`src/rtl/core/skt_pkg.sv`:
```
// Shared types, constants and helpers for the sorted key table.
// No dependencies.
package skt_pkg;

  localparam int CAPACITY  = 16;
  localparam int KEY_WIDTH = 32;
  localparam int IDX_W     = $clog2(CAPACITY);
  localparam int CNT_W     = $clog2(CAPACITY + 1);
  localparam int POS_W     = 4;
  localparam int OCNT_W    = 5;
  localparam int HEAD_W    = 32;
  localparam int IN_DATA_W  = 32;
  localparam int OUT_DATA_W = 48;

  typedef logic [KEY_WIDTH-1:0] key_t;

  typedef enum logic [1:0] {
    CMD_INSERT = 2'd0,
    CMD_REMOVE = 2'd1,
    CMD_FIND   = 2'd2,
    CMD_NONE   = 2'd3
  } cmd_t;

  typedef enum logic [1:0] {
    ST_OK      = 2'd0,
    ST_MISSING = 2'd1,
    ST_FULL    = 2'd2,
    ST_UNUSED  = 2'd3
  } status_t;

  // Broadcast control from the top level to every cell.
  typedef struct packed {
    logic do_ins;
    logic do_rem;
    key_t key;
  } cell_ctrl_t;

  // Compare flags that each cell reports.
  typedef struct packed {
    logic ins_mark; // entry unused or stored key above request key
    logic ge;       // entry used and stored key at or above request key
    logic eq;       // entry used and stored key equal to request key
  } cell_flags_t;

  function automatic logic [IDX_W-1:0] first_set(input logic [CAPACITY-1:0] mask);
    logic [IDX_W-1:0] idx;
    logic             found;
    idx   = '0;
    found = 1'b0;
    for (int i = 0; i < CAPACITY; i++) begin
      if (mask[i] && !found) begin
        idx   = IDX_W'(i);
        found = 1'b1;
      end
    end
    return idx;
  endfunction

endpackage

```
`src/rtl/core/skt_cell.sv`:
```
// One slot of the sorted key table: holds a key, compares it with the request
// and shifts toward either neighbor. Depends on skt_pkg.
module skt_cell
  import skt_pkg::*;
(
  input  logic        clk,
  input  logic        en,
  input  cell_ctrl_t  ctrl,
  input  logic        valid,
  input  logic        left_ins_mark,
  input  key_t        left_key,
  input  key_t        right_key,
  output key_t        key_q,
  output key_t        key_nxt,
  output cell_flags_t flags
);

  key_t key_r;

  assign key_q          = key_r;
  assign flags.ins_mark = !valid || (key_r > ctrl.key);
  assign flags.ge       = valid && (key_r >= ctrl.key);
  assign flags.eq       = valid && (key_r == ctrl.key);

  always_comb begin
    key_nxt = key_r;
    if (ctrl.do_ins) begin
      if (left_ins_mark) begin
        key_nxt = left_key;
      end else if (flags.ins_mark) begin
        key_nxt = ctrl.key;
      end
    end else if (ctrl.do_rem && flags.ge) begin
      key_nxt = right_key;
    end
  end

  always_ff @(posedge clk) begin
    if (en) begin
      key_r <= key_nxt;
    end
  end

endmodule

```
`src/rtl/core/sorted_key_table_unit.sv`:
```
// Sorted key table top level: a row of compare-and-shift cells, entry count
// and registered result. Depends on skt_pkg and skt_cell.
//
// Use: each input request carries a command on in_tuser (insert, remove,
// find) and a key on in_tdata. Insert places the key after equal keys,
// remove deletes the lowest-position equal key, find reports its position.
// Every request gives exactly one result with status, position, entry count
// and the key at the head of the table.
// The result is registered and is valid in the cycle after the request is accepted.
// Throughput: one request per cycle while the result side takes every
// result; all cells compare and shift in the same cycle.
// A request is taken whenever the result register is empty or is being
// emptied in the same cycle; while the receiver stalls, the result holds and
// in_tready stays low.
// Reset empties the table (entry count zero) and drops any pending result;
// key storage itself is not cleared.
module sorted_key_table_unit
  import skt_pkg::*;
(
  input  logic                  clk,
  input  logic                  rst_n,
  input  logic                  in_tvalid,
  output logic                  in_tready,
  input  logic [IN_DATA_W-1:0]  in_tdata,   // [31:0] key
  input  logic [1:0]            in_tuser,   // [1:0] command
  output logic                  out_tvalid,
  input  logic                  out_tready,
  output logic [OUT_DATA_W-1:0] out_tdata   // [1:0] status, [5:2] position,
                                            // [10:6] entry_count,
                                            // [42:11] smallest_key, rest zero
);

  logic                 in_fire;
  cmd_t                 cmd;
  cell_ctrl_t           ctrl;
  logic [CNT_W-1:0]     count_r, count_nxt;
  logic                 out_valid_r, out_valid_nxt;
  logic [OUT_DATA_W-1:0] out_data_r, out_data_nxt;
  key_t                 keys    [CAPACITY];
  key_t                 keys_nx [CAPACITY];
  cell_flags_t          flags   [CAPACITY];
  logic [CAPACITY-1:0]  valid_v, ins_v, ge_v, eq_v;
  logic                 full, hit;
  logic [IDX_W-1:0]     ins_idx, ge_idx;
  status_t              status;
  logic [IDX_W-1:0]     pos;
  logic [HEAD_W-1:0]    head;

  assign in_tready = !out_valid_r || out_tready;
  assign in_fire   = in_tvalid && in_tready;
  assign cmd       = cmd_t'(in_tuser);

  assign full    = (count_r >= CNT_W'(CAPACITY));
  assign ins_idx = first_set(ins_v);
  assign ge_idx  = first_set(ge_v);
  assign hit     = |ge_v && eq_v[ge_idx];

  assign ctrl.key    = in_tdata[KEY_WIDTH-1:0];
  assign ctrl.do_ins = in_fire && (cmd == CMD_INSERT) && !full;
  assign ctrl.do_rem = in_fire && (cmd == CMD_REMOVE) && hit;

  for (genvar i = 0; i < CAPACITY; i++) begin : g_cell
    assign valid_v[i] = (CNT_W'(i) < count_r);
    assign ins_v[i]   = flags[i].ins_mark;
    assign ge_v[i]    = flags[i].ge;
    assign eq_v[i]    = flags[i].eq;

    skt_cell u_cell (
      .clk           (clk),
      .en            (in_fire),
      .ctrl          (ctrl),
      .valid         (valid_v[i]),
      .left_ins_mark (i == 0 ? 1'b0 : ins_v[(i == 0) ? 0 : i - 1]),
      .left_key      (keys[(i == 0) ? 0 : i - 1]),
      .right_key     (keys[(i == CAPACITY - 1) ? i : i + 1]),
      .key_q         (keys[i]),
      .key_nxt       (keys_nx[i]),
      .flags         (flags[i])
    );
  end

  always_comb begin
    count_nxt = count_r;
    if (ctrl.do_ins) begin
      count_nxt = count_r + 1'b1;
    end else if (ctrl.do_rem) begin
      count_nxt = count_r - 1'b1;
    end
  end

  always_comb begin
    status = ST_MISSING;
    pos    = '0;
    case (cmd)
      CMD_INSERT: begin
        if (full) begin
          status = ST_FULL;
        end else begin
          status = ST_OK;
          pos    = ins_idx;
        end
      end
      CMD_REMOVE, CMD_FIND: begin
        if (hit) begin
          status = ST_OK;
          pos    = ge_idx;
        end
      end
      default: begin
        status = ST_MISSING;
      end
    endcase
  end

  assign head = (count_nxt != '0) ? HEAD_W'(keys_nx[0]) : '0;

  always_comb begin
    out_valid_nxt = out_valid_r;
    out_data_nxt  = out_data_r;
    if (out_valid_r && out_tready) begin
      out_valid_nxt = 1'b0;
    end
    if (in_fire) begin
      out_valid_nxt = 1'b1;
      out_data_nxt  = '0;
      out_data_nxt[1:0]   = status;
      out_data_nxt[5:2]   = POS_W'(pos);
      out_data_nxt[10:6]  = OCNT_W'(count_nxt);
      out_data_nxt[42:11] = head;
    end
  end

  always_ff @(posedge clk) begin
    if (!rst_n) begin
      count_r     <= '0;
      out_valid_r <= 1'b0;
    end else begin
      count_r     <= count_nxt;
      out_valid_r <= out_valid_nxt;
    end
  end

  always_ff @(posedge clk) begin
    out_data_r <= out_data_nxt;
  end

  assign out_tvalid = out_valid_r;
  assign out_tdata  = out_data_r;

`ifndef SYNTHESIS
  a_count_bound: assert property (@(posedge clk) disable iff (!rst_n)
    count_r <= CNT_W'(CAPACITY))
    else $error("entry count above capacity");

  a_insert_grows: assert property (@(posedge clk) disable iff (!rst_n)
    (in_fire && cmd == CMD_INSERT && !full) |=> (count_r == $past(count_r) + 1'b1))
    else $error("insert did not grow the table");

  a_full_result: assert property (@(posedge clk) disable iff (!rst_n)
    (out_valid_r && out_data_r[1:0] == ST_FULL) |->
      (out_data_r[5:2] == '0 && out_data_r[10:6] == OCNT_W'(CAPACITY)))
    else $error("full result with wrong position or count");

  a_ready_when_empty: assert property (@(posedge clk) disable iff (!rst_n)
    !out_valid_r |-> in_tready)
    else $error("request stalled with empty result register");
`endif

endmodule

```
`config.mk`:
```
export PLATFORM = sky130hd
export DESIGN_NAME = sorted_key_table_unit
export DESIGN_NICKNAME = d
export VERILOG_FILES = /design/src/rtl/core/skt_pkg.sv /design/src/rtl/core/skt_cell.sv /design/src/rtl/core/sorted_key_table_unit.sv
export SDC_FILE = /design/constraint.sdc
export NUM_CORES = 2
export LEC_CHECK = 0
export BUFFER_PORTS_ARGS = -buffer_cell sky130_fd_sc_hd__buf_4
export CAP_MARGIN = 5
export CORE_ASPECT_RATIO = 1.25
export CORE_MARGIN = 4
export CORE_UTILIZATION = 28
export CTS_CLUSTER_SIZE = 20
export DETAILED_ROUTE_END_ITERATION = 8
export MAX_ROUTING_LAYER = met4
export PLACE_DENSITY = 0.52
export SYNTH_ARGS = -nofsm -noshare
export SYNTH_HDL_FRONTEND = slang
export SYNTH_HIERARCHICAL = 1
export SYNTH_SLANG_ARGS = --single-unit
export TNS_END_PERCENT = 1
```
`constraint.sdc`:
```
create_clock -name clk -period 47 [get_ports clk]
set_input_delay 7.05 -clock clk [delete_from_list [all_inputs] [get_ports clk]]
set_output_delay 7.05 -clock clk [all_outputs]
set_load 0.01 [all_outputs]
```
## Yosys cells after proc, flatten, opt, wreduce, memory -nomap -nowiden

Index checks and enable logic that the tools add are counted.

- Add/sub/neg operators: 2
- Multiply operators: 0
- Div/mod/pow operators: 0
- $lt $le $gt $ge: 50
- Eq/ne operators: 32
- Shift operators: 0
- Multiplexer cells: 133
- Bitwise gates (word level): 0
- Reductions and logical operators: 184

Operators with widths:

| cell | number |
|---|---|
| 2-to-1 mux 32 bit | 61 |
| == test 32 bit | 16 |
| greater-or-equal comparator 32 bit | 16 |
| > comparator 32 bit | 16 |
| 2-to-1 mux 4 bit | 29 |
| logical AND 1 bit | 84 |
| logical NOT 1 bit | 48 |
| AND reduction 3 bit | 15 |
| != test 3 x 1 -> 1 bit, second input constant | 14 |
| < comparator 4 x 5 -> 1 bit, first input constant | 8 |
| 2-to-1 mux 1 bit | 36 |
| nonzero test 2 bit | 16 |
| < comparator 3 x 5 -> 1 bit, first input constant | 4 |
| logical OR 1 bit | 17 |
| OR reduction 16 bit | 1 |
| < comparator 1 x 5 -> 1 bit, first input constant | 2 |
| < comparator 2 x 5 -> 1 bit, first input constant | 2 |
| 2-to-1 mux 5 bit | 2 |
| one-hot mux 4 bit (2 select lines) | 1 |
| adder 5 x 1 -> 5 bit, second input constant | 1 |
| greater-or-equal comparator 5 bit, second input constant | 1 |
| < comparator 4 x 5 -> 1 bit, second input constant | 1 |
| nonzero test 5 bit | 1 |
| subtractor 5 x 1 -> 5 bit, second input constant | 1 |
| other kinds (7) | 8 |

- Bits in registers: 561
- Latch bits: 0
- RAM bits: 0
- ROM bits: 0
- Bits of input ports: 38
- Output and inout bits: 50
- Word-level logic and storage cells: 421
- Memories kept: 0

## Logic depth before layout (Yosys ltp)

- Depth in word-level cells: 55
- Depth in mapped cells: 24
- Depth with buffers taken out: 21

## By module

Netlist, hierarchy kept.

By module, submodules not included:

| module | times used | cells an instance | area an instance (um^2) | sequential area each (um^2) |
|---|---|---|---|---|
| skt_cell | 16 | 434 | 3712.3 | 960.9 |
| sorted_key_table_unit | 1 | 300 | 3123.0 | 1411.4 |

## Least setup slack after synthesis

OpenSTA, ideal clock, no wires.

- Path kind: input port to flip-flop
- Start: in out_tready
- End: reg out_data_r[11] (netlist: out_tdata[11]) (data pin)
- Library setup time: 0.253 ns
- Arrival: 25.442 ns
- Data required time: 46.747 ns
- Setup slack: 21.305 ns
- Stages on the path: 11
- Buffers on the path: 1
- Path through: nand2b_1 and2_1 nand2_1 inv_1 nand2_1 nand3_1 o211ai_1 a311oi_2 o2111ai_4 buf_6 and2_4

RTL lines:

| item | RTL line | text |
|---|---|---|
| start, declared | sorted_key_table_unit.sv:27 | `input logic out_tready,` |
| end signal, assigned | sorted_key_table_unit.sv:144 | `out_data_r <= out_data_nxt;` |
| end, declared | sorted_key_table_unit.sv:38 | `logic [OUT_DATA_W-1:0] out_data_r, out_data_nxt;` |

## Worst setup path in the final report

- Start: in out_tready
- End: out in_tready

- Longest elaborated chain between the ends: 1

Ends and longest elaborated chain:

| item | RTL line | text |
|---|---|---|
| logical OR 1 bit | sorted_key_table_unit.sv:49 | `assign in_tready = !out_valid_r \|\| out_tready;` |
| end, declared | sorted_key_table_unit.sv:23 | `output logic in_tready,` |

No other way between the ends.

==> results.yml <==
route:
  initialDrtViolationCount: 4458
  viasPerCell: 5.58
  totalWireLength_um: 231000
  wl_per_cell_um: 23.2
  drt_first_pass_iters: 6
  vias: 55700
  ant_nets: 0
  drc: 0
place:
  gp_congestion: 0.875
  dp_hpwl_um: 163000
  port_buffers: 82
floorplanning:
  io_pins: 88
  start_util_pct: 28.2
  die_w_um: 431
  design.core.area_um2: 222000
  rows: 193
  dieHeight_um: 536
  die_area_um2: 231000
final_layout:
  drive_above_1_share_pct: 13.6
  synthToLayoutAreaGrowth_pct: 8.33
  regArea_um2: 16800
  fin_util_pct: 30.6
  multiInputGateArea_um2: 41300
  nNetsFinal: 7557
  nFillCells: 23300
timing:
  drv_slew: 0
  hold_violations: 0
  worst_pin_slew_ns: 1.24
  rsz0062_at_grt: "no"
  slew_headroom_pct: 16.2
  setup_violations: 0
  min_period_ns: 14.55
  period_share_pct: 31.0
  fin_tns_setup_ns: 0
  fin_skew_ns: 0.0310
  fmax_ghz: 0.0687
  holdWs_ns: 0.583
critical_path:
  reg2reg_depth: 19
  rr_startpoint: "count_r[3]$_SDFF_PN0_"
  crit_path_start_kind: "input pin"
  regToRegSetupSlack_ns: 39.17
  endpoint: "in_tready"
  worstReg2RegEnd: "g_cell[1].u_cell/key_q[8]$_DFFE_PP_"
  setup.worst_path.start: "out_tready"
  cp_data_required_time_ns: 39.95
  critPathMaxFanout: 4
  worstSetupPathType: "input pin to output pin"
  arrival_ns: 7.50
  end_kind: "output pin"
yosys:
  synth-warning-count: 6
  synth_seq_area_share_pct: 26.8
  synthTopCellsByArea: "edfxtp_1 27%, mux2_4 12%, ha_1 10%"
  netlist_area_um2: 62500
  synth_edf_count: 555
  synth_common_cells: "1103 x nor2_1, 580 x inv_1, 555 x edfxtp_1"
  async_flop_share_pct: 0
  synthDistinctLibCells: 71
  synth_top_area_share_pct: 26.7
  synthFlopType: "edfxtp_1"
  syn_inst: 7244
  synth.most_common_cell: "nor2_1"
  synth_largest_area_cell: "edfxtp_1"
  ys_ff_latch: 561
  syn_avg_cell_area_um2: 8.63
clock_network:
  cts_tree: "done"
  cts_buffer_depth: 3
  cts_buffers: 78
  postCtsSetupRepairBufs: 0
  clock_latency_ns: 0.71
  cts_hold_buf: 0
  htree_num_levels: 3
  cts.sinks: 561
  clockRootBuffer: "clkbuf_16"
  post_cts_resize_count: 0
  clk_pin_slew_ns: 0.06
global_route:
  antenna_found_initial: 15
  overflow: 0
  grt_pass1_vias: 54600
  track_usage_pct: 19.7
  grt_pass1_wl_um: 345000
  grt_max_degree: 206
power_and_ir_drop:
  p_leak_nw: 27.7
  powerDensity_nw_per_um2: 35.7
  peakVddDrop_uv: 34.1
flow_run:
  cap_violations: 0
outcome:
  status: "complete, no violations"
min_path:
  hp-class: "flop to flop"
==> cells by family after synthesis <==
logic type	after synthesis	share of synthesized area (%)
adders and majority gates	518	10.4
muxes	1029	20.4
DFF	561	26.8
and+or+nand+nor	2526	19.3
other	1	0.00600
xor gates and xnor gates	1	0.0140
buffers and inverters	1073	7.41
AOI/OAI and AO/OA	1535	15.7
==> area by class of cell <==
| cell class | count | area share (%) |
|---|---|---|
| Antenna cell | 2 | 0.00739 |
| Clock buffer | 94 | 3.10 |
| Clock inverter | 43 | 0.630 |
| Inverter | 580 | 3.23 |
| Multi-Input combinational cell | 5620 | 61.0 |
| Sequential cell | 561 | 24.8 |
| Tap cell | 2925 | 5.40 |
| Timing Repair Buffer | 160 | 1.83 |
==> placed cells by master (no fill, tap or decap), drive strengths merged, types with 5 or more instances in the layout <==
| cell | n |
|---|---|
| o211ai | 22 |
| nand3 | 73 |
| a21o | 49 |
| inv | 582 |
| o21ai | 104 |
| nor4 | 10 |
| nor3b | 18 |
| and2 | 56 |
| ha | 518 |
| or2 | 17 |
| o311a | 16 |
| a221oi | 16 |
| o311ai | 209 |
| conb | 11 |
| nor2 | 1103 |
| bufinv | 8 |
| nand2b | 246 |
| o21a | 19 |
| nand2 | 485 |
| nor3 | 39 |
| clkbuf | 94 |
| o21bai | 5 |
| mux2 | 512 |
| or3 | 17 |
| a21oi | 551 |
| and3 | 35 |
| edfxtp | 555 |
| o22ai | 513 |
| nor2b | 307 |
| buf | 160 |
| and4 | 49 |
| dfxtp | 6 |
| mux2i | 517 |
| nand4 | 66 |
| clkinv | 31 |
==> worst min-delay path by stage <==
stage | depth (start not counted) | endpoint | slack, ns | start
3_5_place_dp | 2 | out_tvalid$_SDFFE_PN0P_ | 0.57 | out_tvalid$_SDFFE_PN0P_
4_1_cts | 2 | out_tvalid$_SDFFE_PN0P_ | 0.58 | out_tvalid$_SDFFE_PN0P_
5_1_grt | 2 | out_tvalid$_SDFFE_PN0P_ | 0.64 | out_tvalid$_SDFFE_PN0P_
6_report | 2 | out_tvalid$_SDFFE_PN0P_ | 0.58 | out_tvalid$_SDFFE_PN0P_
2_1_floorplan | 2 | out_tvalid$_SDFFE_PN0P_ | 0.62 | out_tvalid$_SDFFE_PN0P_
3_3_place_gp | 2 | out_tvalid$_SDFFE_PN0P_ | 0.55 | out_tvalid$_SDFFE_PN0P_
==> worst max-delay path, stage by stage <==
cell and delay, ns:
buf_4 0.10, nand2b_1 0.18, buf_4 0.17
==> sequential cells by signal, indices dropped and copies added (netlist names) <==
register and count:
count_r 5, out_tvalid 1, out_tdata 43, g_cell.u_cell/key_q 512
==> report_power, final <==
part	leakage, nW	internal [mW]	total [mW]	switching (mW)
Combinational	21.0	0.449	1.06	0.607
Sequential	5.46	0.634	0.736	0.102
Clock	1.23	0.360	0.625	0.265
==> metal layers <==
metal | vias up | routed length [µm] | global-route usage (%)
met5 | - | 0 | -
met4 | 0 | 13000 | 10.3
met3 | 620 | 9580 | 1.58
met2 | 1805 | 117000 | 34.5
met1 | 27700 | 91900 | 22.3
li1 | 25600 | - | -
==> per-stage QoR <==
step / power, mW / cell area (µm²) / setup slack (ns) / std cells
2_1_floorplan: 1.53 / 62600 / 21.31 / 7254
3_3_place_gp: 1.77 / 65200 / 32.40 / 9846
6_report: 2.42 / 67700 / 32.45 / 9985
5_1_grt: 2.55 / 67700 / 32.41 / 9984
3_5_place_dp: 1.79 / 65200 / 32.29 / 9846
4_1_cts: 2.43 / 67700 / 32.46 / 9983
Note: power is estimated with default switching activity, not from simulation.
